$ cat src/rtl/core/hmrpc_pkg.sv
`timescale 1ns / 1ps
package hmrpc_pkg;

  localparam int CHAN_BITS = 8;
  localparam int HUE_BITS  = 9;
  localparam int IDX_BITS  = 3;
  localparam int MASK_BITS = 7;
  localparam int OUT_CNT_BITS = 21;
  localparam int WIN_BITS  = 50;
  localparam logic [OUT_CNT_BITS-1:0] OUT_CNT_MAX = '1;

  // register indexes of the configuration port
  localparam logic [IDX_BITS-1:0] REG_ACTIVE = 3'd0;
  localparam logic [IDX_BITS-1:0] REG_WIN0   = 3'd1;

  // packed from the least significant bit: hue min first
  typedef struct packed {
    logic [CHAN_BITS-1:0] v_hi;
    logic [CHAN_BITS-1:0] v_lo;
    logic [CHAN_BITS-1:0] s_hi;
    logic [CHAN_BITS-1:0] s_lo;
    logic [HUE_BITS-1:0]  h_hi;
    logic [HUE_BITS-1:0]  h_lo;
  } win_t;

  typedef struct packed {
    logic [CHAN_BITS-1:0] hue_raw;
    logic [CHAN_BITS-1:0] saturation;
    logic [CHAN_BITS-1:0] brightness;
    logic                 frame_end;
    logic [MASK_BITS-1:0] match_bits;
    logic [IDX_BITS-1:0]  best_idx;
  } pix_t;

  typedef struct packed {
    logic [MASK_BITS-1:0]    match_bits;
    logic                    frame_done;
    logic                    winner_valid;
    logic [IDX_BITS-1:0]     winner_index;
    logic [OUT_CNT_BITS-1:0] winner_count;
  } res_t;

endpackage

$ cat src/rtl/core/hmrpc_if.sv
`timescale 1ns / 1ps
interface hmrpc_in_if;
  import hmrpc_pkg::*;
  logic                 valid;
  logic                 ready;
  logic [CHAN_BITS-1:0] hue_raw;
  logic [CHAN_BITS-1:0] saturation;
  logic [CHAN_BITS-1:0] brightness;
  logic                 frame_end;
  modport source (output valid, hue_raw, saturation, brightness, frame_end, input ready);
  modport sink   (input valid, hue_raw, saturation, brightness, frame_end, output ready);
endinterface

interface hmrpc_out_if;
  import hmrpc_pkg::*;
  logic                    valid;
  logic                    ready;
  logic [MASK_BITS-1:0]    match_bits;
  logic                    frame_done;
  logic                    winner_valid;
  logic [IDX_BITS-1:0]     winner_index;
  logic [OUT_CNT_BITS-1:0] winner_count;
  modport source (output valid, match_bits, frame_done, winner_valid, winner_index,
                  winner_count, input ready);
  modport sink   (input valid, match_bits, frame_done, winner_valid, winner_index,
                  winner_count, output ready);
endinterface

$ cat src/rtl/core/hsv_multi_range_pixel_classifier.sv
`timescale 1ns / 1ps
// Each pixel passes a register in each of the MAX_WINDOWS window cells, then one output register.
// One pixel per clock while not stalled; each cell compares one window and updates its counter.
// Back pressure holds the whole cell row; a two-entry skid buffer keeps in_pix.ready
// registered.
// Reset (synchronous, rst_n low) clears all counters, valid flags and config registers.
module hsv_multi_range_pixel_classifier
  import hmrpc_pkg::*;
#(
  parameter int MAX_WINDOWS = 7,
  parameter int COUNT_BITS  = 21
) (
  input  logic                 clk,
  input  logic                 rst_n,
  hmrpc_in_if.sink             in_pix,
  hmrpc_out_if.source          out_res,
  input  logic                 cfg_we,
  input  logic [IDX_BITS-1:0]  cfg_index,
  input  logic [WIN_BITS-1:0]  cfg_data
);

  logic [IDX_BITS-1:0]   active_ranges_r;
  win_t                  win_r [MASK_BITS];
  logic [IDX_BITS-1:0]   n_act;
  logic                  en;

  logic                  stg_valid [MAX_WINDOWS+1];
  pix_t                  stg_pix   [MAX_WINDOWS+1];
  logic [COUNT_BITS-1:0] stg_cnt   [MAX_WINDOWS+1];

  pix_t                  last_pix;
  logic [COUNT_BITS-1:0] last_cnt;
  logic [31:0]           cnt32;
  res_t                  res;
  res_t                  out_data;
  logic                  skid_ready;

  always_ff @(posedge clk) begin
    if (!rst_n) begin
      active_ranges_r <= '0;
      for (int k = 0; k < MASK_BITS; k++) begin
        win_r[k] <= '0;
      end
    end else if (cfg_we) begin
      if (cfg_index == REG_ACTIVE) begin
        active_ranges_r <= cfg_data[IDX_BITS-1:0];
      end else begin
        win_r[cfg_index - REG_WIN0] <= cfg_data;
      end
    end
  end

  assign n_act = (active_ranges_r > IDX_BITS'(MAX_WINDOWS)) ?
                 IDX_BITS'(MAX_WINDOWS) : active_ranges_r;

  assign en           = skid_ready;
  assign in_pix.ready = en;

  always_comb begin
    stg_valid[0]             = in_pix.valid;
    stg_pix[0].hue_raw       = in_pix.hue_raw;
    stg_pix[0].saturation    = in_pix.saturation;
    stg_pix[0].brightness    = in_pix.brightness;
    stg_pix[0].frame_end     = in_pix.frame_end;
    stg_pix[0].match_bits    = '0;
    stg_pix[0].best_idx      = '0;
    stg_cnt[0]               = '0;
  end

  for (genvar k = 0; k < MAX_WINDOWS; k++) begin : g_cell
    hmrpc_cell #(
      .COUNT_BITS (COUNT_BITS),
      .IDX        (k)
    ) u_cell (
      .clk          (clk),
      .rst_n        (rst_n),
      .en           (en),
      .active       (IDX_BITS'(k) < n_act),
      .win          (win_r[k]),
      .in_valid     (stg_valid[k]),
      .in_pix       (stg_pix[k]),
      .in_best_cnt  (stg_cnt[k]),
      .out_valid    (stg_valid[k+1]),
      .out_pix      (stg_pix[k+1]),
      .out_best_cnt (stg_cnt[k+1])
    );
  end

  assign last_pix = stg_pix[MAX_WINDOWS];
  assign last_cnt = stg_cnt[MAX_WINDOWS];
  assign cnt32    = 32'(last_cnt);

  always_comb begin
    res            = '0;
    res.match_bits = last_pix.match_bits;
    res.frame_done = last_pix.frame_end;
    if (last_pix.frame_end && n_act != '0) begin
      res.winner_valid = 1'b1;
      res.winner_index = last_pix.best_idx;
      res.winner_count = (cnt32 > 32'(OUT_CNT_MAX)) ? OUT_CNT_MAX : cnt32[OUT_CNT_BITS-1:0];
    end
  end

  hmrpc_skid u_skid (
    .clk       (clk),
    .rst_n     (rst_n),
    .in_valid  (stg_valid[MAX_WINDOWS]),
    .in_ready  (skid_ready),
    .in_data   (res),
    .out_valid (out_res.valid),
    .out_ready (out_res.ready),
    .out_data  (out_data)
  );

  assign out_res.match_bits   = out_data.match_bits;
  assign out_res.frame_done   = out_data.frame_done;
  assign out_res.winner_valid = out_data.winner_valid;
  assign out_res.winner_index = out_data.winner_index;
  assign out_res.winner_count = out_data.winner_count;

  a_no_winner_midframe: assert property (@(posedge clk) disable iff (!rst_n)
    out_res.valid && !out_res.frame_done |-> !out_res.winner_valid &&
    out_res.winner_count == '0) else $error("winner fields set before frame end");

  a_winner_in_range: assert property (@(posedge clk) disable iff (!rst_n)
    out_res.valid && out_res.winner_valid |-> out_res.winner_index < n_act)
    else $error("winner index outside active windows");

  a_stall_holds_last: assert property (@(posedge clk) disable iff (!rst_n)
    !en |=> $stable(stg_valid[MAX_WINDOWS])) else $error("cell row moved while stalled");

  a_inactive_no_match: assert property (@(posedge clk) disable iff (!rst_n)
    stg_valid[MAX_WINDOWS] && n_act == '0 |-> last_pix.match_bits == '0)
    else $error("match reported with no active window");

endmodule

$ cat src/rtl/core/hmrpc_cell.sv
`timescale 1ns / 1ps
module hmrpc_cell
  import hmrpc_pkg::*;
#(
  parameter int COUNT_BITS = 21,
  parameter int IDX        = 0
) (
  input  logic                  clk,
  input  logic                  rst_n,
  input  logic                  en,
  input  logic                  active,
  input  win_t                  win,
  input  logic                  in_valid,
  input  pix_t                  in_pix,
  input  logic [COUNT_BITS-1:0] in_best_cnt,
  output logic                  out_valid,
  output pix_t                  out_pix,
  output logic [COUNT_BITS-1:0] out_best_cnt
);

  logic                  valid_r;
  pix_t                  pix_r;
  logic [COUNT_BITS-1:0] best_cnt_r;
  logic [COUNT_BITS-1:0] cnt_r;
  logic [COUNT_BITS-1:0] cnt_nxt;
  logic [COUNT_BITS-1:0] cnt_new;
  logic [HUE_BITS-1:0]   hue2;
  logic                  hit;
  pix_t                  pix_nxt;
  logic [COUNT_BITS-1:0] best_cnt_nxt;

  assign hue2 = {in_pix.hue_raw, 1'b0};

  always_comb begin
    hit = active &&
          win.h_lo <= hue2 && hue2 <= win.h_hi &&
          win.s_lo <= in_pix.saturation && in_pix.saturation <= win.s_hi &&
          win.v_lo <= in_pix.brightness && in_pix.brightness <= win.v_hi;
    // saturate at all ones
    cnt_new = (hit && cnt_r != '1) ? cnt_r + 1'b1 : cnt_r;
    cnt_nxt = in_pix.frame_end ? '0 : cnt_new;

    pix_nxt      = in_pix;
    best_cnt_nxt = in_best_cnt;
    pix_nxt.match_bits[IDX] = hit;
    // first window seeds the running best; later ones replace it only when strictly larger
    if (active && (IDX == 0 || cnt_new > in_best_cnt)) begin
      pix_nxt.best_idx = IDX_BITS'(IDX);
      best_cnt_nxt     = cnt_new;
    end
  end

  always_ff @(posedge clk) begin
    if (!rst_n) begin
      valid_r <= 1'b0;
      cnt_r   <= '0;
    end else if (en) begin
      valid_r <= in_valid;
      if (in_valid) begin
        cnt_r <= cnt_nxt;
      end
    end
  end

  always_ff @(posedge clk) begin
    if (en) begin
      pix_r      <= pix_nxt;
      best_cnt_r <= best_cnt_nxt;
    end
  end

  assign out_valid    = valid_r;
  assign out_pix      = pix_r;
  assign out_best_cnt = best_cnt_r;

endmodule

$ cat src/rtl/core/hmrpc_skid.sv
`timescale 1ns / 1ps
module hmrpc_skid
  import hmrpc_pkg::*;
(
  input  logic clk,
  input  logic rst_n,
  input  logic in_valid,
  output logic in_ready,
  input  res_t in_data,
  output logic out_valid,
  input  logic out_ready,
  output res_t out_data
);

  logic main_v_r;
  logic spare_v_r;
  res_t main_r;
  res_t spare_r;
  logic pop;
  logic push;

  assign pop      = main_v_r && out_ready;
  assign push     = in_valid && !spare_v_r;
  assign in_ready = !spare_v_r;

  always_ff @(posedge clk) begin
    if (!rst_n) begin
      main_v_r  <= 1'b0;
      spare_v_r <= 1'b0;
    end else if (spare_v_r) begin
      if (pop) begin
        main_r    <= spare_r;
        spare_v_r <= 1'b0;
      end
    end else if (push) begin
      if (main_v_r && !pop) begin
        spare_r   <= in_data;
        spare_v_r <= 1'b1;
      end else begin
        main_r   <= in_data;
        main_v_r <= 1'b1;
      end
    end else if (pop) begin
      main_v_r <= 1'b0;
    end
  end

  assign out_valid = main_v_r;
  assign out_data  = main_r;

  a_spare_needs_main: assert property (@(posedge clk) disable iff (!rst_n)
    spare_v_r |-> main_v_r) else $error("skid spare held without main entry");

endmodule
$ cat src/flat_wrapper.sv
// flat-port wrapper written by rule: the top's interface ports become plain ports
module hsv_multi_range_pixel_classifier_flat import hmrpc_pkg::*;
#(
  parameter int MAX_WINDOWS = 7,
  parameter int COUNT_BITS  = 21
)
  (clk, rst_n, cfg_we, cfg_index, cfg_data, in_pix_valid, in_pix_hue_raw, in_pix_saturation, in_pix_brightness, in_pix_frame_end, in_pix_ready, out_res_valid, out_res_match_bits, out_res_frame_done, out_res_winner_valid, out_res_winner_index, out_res_winner_count, out_res_ready);
  hmrpc_in_if in_pix_i ();
  hmrpc_out_if out_res_i ();
  input  logic clk;
  input  logic rst_n;
  input  logic cfg_we;
  input  logic [IDX_BITS-1:0] cfg_index;
  input  logic [WIN_BITS-1:0] cfg_data;
  input wire logic [$bits(in_pix_i.valid)-1:0] in_pix_valid;
  input wire logic [$bits(in_pix_i.hue_raw)-1:0] in_pix_hue_raw;
  input wire logic [$bits(in_pix_i.saturation)-1:0] in_pix_saturation;
  input wire logic [$bits(in_pix_i.brightness)-1:0] in_pix_brightness;
  input wire logic [$bits(in_pix_i.frame_end)-1:0] in_pix_frame_end;
  output wire logic [$bits(in_pix_i.ready)-1:0] in_pix_ready;
  output wire logic [$bits(out_res_i.valid)-1:0] out_res_valid;
  output wire logic [$bits(out_res_i.match_bits)-1:0] out_res_match_bits;
  output wire logic [$bits(out_res_i.frame_done)-1:0] out_res_frame_done;
  output wire logic [$bits(out_res_i.winner_valid)-1:0] out_res_winner_valid;
  output wire logic [$bits(out_res_i.winner_index)-1:0] out_res_winner_index;
  output wire logic [$bits(out_res_i.winner_count)-1:0] out_res_winner_count;
  input wire logic [$bits(out_res_i.ready)-1:0] out_res_ready;
  assign in_pix_i.valid = in_pix_valid;
  assign in_pix_i.hue_raw = in_pix_hue_raw;
  assign in_pix_i.saturation = in_pix_saturation;
  assign in_pix_i.brightness = in_pix_brightness;
  assign in_pix_i.frame_end = in_pix_frame_end;
  assign in_pix_ready = in_pix_i.ready;
  assign out_res_valid = out_res_i.valid;
  assign out_res_match_bits = out_res_i.match_bits;
  assign out_res_frame_done = out_res_i.frame_done;
  assign out_res_winner_valid = out_res_i.winner_valid;
  assign out_res_winner_index = out_res_i.winner_index;
  assign out_res_winner_count = out_res_i.winner_count;
  assign out_res_i.ready = out_res_ready;
  hsv_multi_range_pixel_classifier #(.MAX_WINDOWS(MAX_WINDOWS), .COUNT_BITS(COUNT_BITS)) u_core (.clk(clk), .rst_n(rst_n), .in_pix(in_pix_i), .out_res(out_res_i), .cfg_we(cfg_we), .cfg_index(cfg_index), .cfg_data(cfg_data));
endmodule
$ cat config.mk
export PLATFORM = sky130hd
export DESIGN_NAME = hsv_multi_range_pixel_classifier_flat
export DESIGN_NICKNAME = d
export VERILOG_FILES = /design/src/rtl/core/hmrpc_pkg.sv /design/src/rtl/core/hmrpc_if.sv /design/src/rtl/core/hsv_multi_range_pixel_classifier.sv /design/src/rtl/core/hmrpc_cell.sv /design/src/rtl/core/hmrpc_skid.sv /design/src/flat_wrapper.sv
export SDC_FILE = /design/constraint.sdc
export NUM_CORES = 2
export LEC_CHECK = 0
export ABC_AREA = 1
export BUFFER_PORTS_ARGS = -buffer_cell sky130_fd_sc_hd__buf_4
export CAP_MARGIN = 20
export CELL_PAD_IN_SITES_DETAIL_PLACEMENT = 1
export CELL_PAD_IN_SITES_GLOBAL_PLACEMENT = 1
export CORE_MARGIN = 8
export CORE_UTILIZATION = 30
export CTS_BUF_LIST = sky130_fd_sc_hd__clkbuf_8
export DETAILED_ROUTE_END_ITERATION = 7
export PLACE_DENSITY = 0.52
export SLEW_MARGIN = 30
export SYNTH_ARGS = -nofsm -noshare
export SYNTH_HDL_FRONTEND = slang
export SYNTH_SLANG_ARGS = --single-unit
$ cat constraint.sdc
create_clock -name clk -period 29.3 [get_ports clk]
set_input_delay 2.93 -clock clk [delete_from_list [all_inputs] [get_ports clk]]
set_output_delay 2.93 -clock clk [all_outputs]
set_load 0.01 [all_outputs]
==> impl_metrics.tcl <==
set metrics [dict create \
    cts_tree "done" \
    drt-wirelength-per-cell_um 18.98 \
    core.rowCount 150 \
    postLayoutCoreUtil_pct 34.16 \
    rsz0062_at_grt "no" \
    grt_max_degree 129 \
    setup_viol 0 \
    instances_no_fill 8215 \
    gr-max-usage-layer "met2" \
    cp_slowest_cell "clkinv_2" \
    crit_chain "buf_4, inv_6, nor2_1, clkinv_2, nor3_1, nand2_2, buf_4, nand2_2, buf_4" \
    cts_made_buffers 176 \
    relSlewSlack_pct 36.60 \
    comb_power_share_pct 7.8 \
    clock-sinks 915 \
    htreeDepth 4 \
    fin_area_um2 56990 \
    drive_gt1_share_pct 8.874 \
    use_met1_pct 23.00 \
    initial_core_util_pct 30.13 \
    synth_ff_type "edfxtp_1" \
    dp.cells 7885 \
    hpwlAfterDp_mm 117.2 \
    clk_path_buf_depth 3 \
    critPathCaptureType "flip-flop" \
    grt_pass1_wl_mm 238.2 \
    synth_cells 5686 \
    met2_usage_pct 27.82 \
    grt_use_met3_pct 2.665 \
    die_w_um 425.3 \
    port_buffers 117 \
    vias_per_cell 4.674 \
    synth_fp_nets 6240 \
    power_switching_mw 0.7717 \
    worstPathRequired_ns 29.84 \
    place.gp.congestion 0.8051 \
    postSynth.asyncResetShare_pct 0 \
    hold_path_depth 0 \
    clock-root-buffer "clkbuf_8" \
    worst_pin_slew_ns 0.9511 \
    drv_slew 0 \
    via_count 38390 \
    area_growth_pct 13.37 \
    min_period_ns 6.184 \
    hp-class "reg -> reg" \
    r2r_cells 23 \
    die_y_um 425.3 \
    design_power_total_mw 2.890 \
    route.detailed.drc 0 \
    syn_avg_cell_area_um2 8.841 \
    dr.first_iter.drc_count 1934 \
    finalWorstSetupSlack_ns 23.12 \
    clkPwrFrac_pct 41.7 \
    crit_fanout 53 \
    antenna_left 0 \
    grt-ovfl-total 0 \
    nets 6413 \
    synth_top_area_share_pct 42.17 \
    status "finished, final reports clean" \
    ctsResizeCount 0 \
    synth_edf_count 706 \
    place_ws_ns 22.54 \
    fin_crit_sh_pct 21.11 \
    grt_pass1_vias 39740 \
    synth.distinct_cells 53 \
    dr.pass1.iters 5 \
    sw_frac_of_total_pct 26.70 \
    critPathLaunchType "input port" \
    crit_arrival_ns 6.73 \
    cp_common_cell "buf_4" \
    clk_latency_ns 0.90 \
    cts_hold_buf 0 \
    yosys_warnings 0 \
    post_cts_buffers 0 \
    antenna_found_initial 3 \
    clock.fmax_mhz 161.7 \
    ys_seq_elements 915 \
    p_per_area_nw_per_um2 50.71 \
    leakagePower_nw 24.52 \
    cp_slowest_stage_delay_ns 0.71 \
    fin_hold_ws_ns 0.4180 \
    ys_seq_area_share_pct 50.50 \
    synth_area_leader_cell "edfxtp_1" \
    clk_pin_slew_ns 0.06 \
    ir_drop_uv 44.69 \
    pwr-share-seq_pct 50.6 \
    power.internal_mw 2.118 \
    dieArea_um2 180900 \
    worstSetupPathType "in -> reg" \
    core-area_um2 166800 \
    netlist_area_um2 50270 \
    hold_violations 0 \
    drt_wl_total_mm 156.0 \
    fin_setup_tns_ns 0 \
    netlist_top_cells_area "edfxtp_1 42%, ha_1 12%, nand2_1 9.1%" \
    finalClockSkew_ns 0.06385 \
    io_pins 118 \
    grt.total_usage_pct 17.00 \
    cap_viol_max_count 0 \
    placed_cell_area_um2 53670 \
]
power groups by stage:
stage,registers [mW],logic (mW),clock network (mW)
floorplan,1.48,0.140,0
global placement,1.49,0.222,0
detailed placement,1.49,0.229,0
CTS,1.46,0.231,1.26
global route,1.47,0.259,1.31
finish,1.46,0.225,1.20
logic make-up after synthesis:
kind of cell | count (synthesis) | synth area share [%]
AO/OA/AOI/OAI | 741 | 7.845
XOR/XNOR | 51 | 0.8886
adder cells (fa/ha/maj) | 471 | 11.72
buffers and inverters | 1159 | 8.861
flip-flops | 915 | 50.50
AND/OR/NAND/NOR | 2349 | 20.18
sequential cells by signal (all words and copies together) (netlist names):
register                           cells
u_core.active_ranges_r                 3
u_core.g_cell.u_cell.cnt_r           147
u_core.g_cell.u_cell.out_best_cnt    147
u_core.g_cell.u_cell.out_pix         193
u_core.g_cell.u_cell.out_valid         7
u_core.u_skid.out_data                33
u_core.u_skid.out_valid                1
u_core.u_skid.spare_r                 33
u_core.u_skid.spare_v_r                1
u_core.win_r                         350
cells in the final DEF, fill, tap and decap left out, drive strengths merged, types with 186 or more instances in the layout:
cell | Yosys | routed
edfxtp | 706 | 706
nand4 | 201 | 201
nand2 | 1257 | 1257
dfxtp | 209 | 209
nand3 | 201 | 201
clkbuf | 109 | 186
a21oi | 413 | 413
inv | 991 | 1073
o21ai | 269 | 269
nor2 | 573 | 573
ha | 471 | 471
area by class of cell:
| cell class | instances | area (um^2) |
|---|---|---|
| Clock inverter | 139 | 718.2 |
| Antenna cell | 5 | 12.51 |
| Clock buffer | 186 | 2560 |
| Fill cell | 19540 | 109900 |
| Multi-Input combinational cell | 3612 | 20550 |
| Inverter | 992 | 3737 |
| Sequential cell | 915 | 25390 |
| Timing Repair Buffer | 162 | 1261 |
| Tap cell | 2204 | 2758 |
per-layer routing:
metal / vias to the layer above / part of all wire, %
met1: 18490 / 48
li1: 19180 / -
met5: - / 0
met4: 0 / 3.0
met3: 222 / 3.6
met2: 509 / 46
worst paths after layout:
kind                                       start  slack, ns                                       end
min reg2reg   u_core.g_cell[4].u_cell.out_pix[4]       0.42        u_core.g_cell[5].u_cell.out_pix[4]
min           u_core.g_cell[4].u_cell.out_pix[4]       0.42        u_core.g_cell[5].u_cell.out_pix[4]
max reg2reg  u_core.g_cell[2].u_cell.out_pix[24]      23.19  u_core.g_cell[3].u_cell.out_best_cnt[19]
max                                        rst_n      23.12                       u_core.win_r[2][48]
cells in the mapped netlist (7+ instances only):
master	number
a21o_1	8
buf_2	28
o21a_1	21
a21oi_1	407
nor2_1	556
buf_1	19
o21bai_1	7
nor4_1	12
inv_2	10
clkbuf_1	109
edfxtp_1	706
nand4_1	199
and2_1	9
inv_1	981
or2_2	7
ha_1	471
xor2_1	50
nand2_2	35
and2_4	12
o21ai_1	42
nand2_1	1222
o21ai_0	215
dfxtp_1	209
o21ai_2	12
nor2_2	10
nand3_2	9
nand3_1	188
nor3_1	56
critical path, delay by kind of cell:
kind                   cells  cell delay, ns
AND/OR/NAND/NOR            4            1.56
buffers and inverters      5            2.18
(Power assumes the default switching activity.)
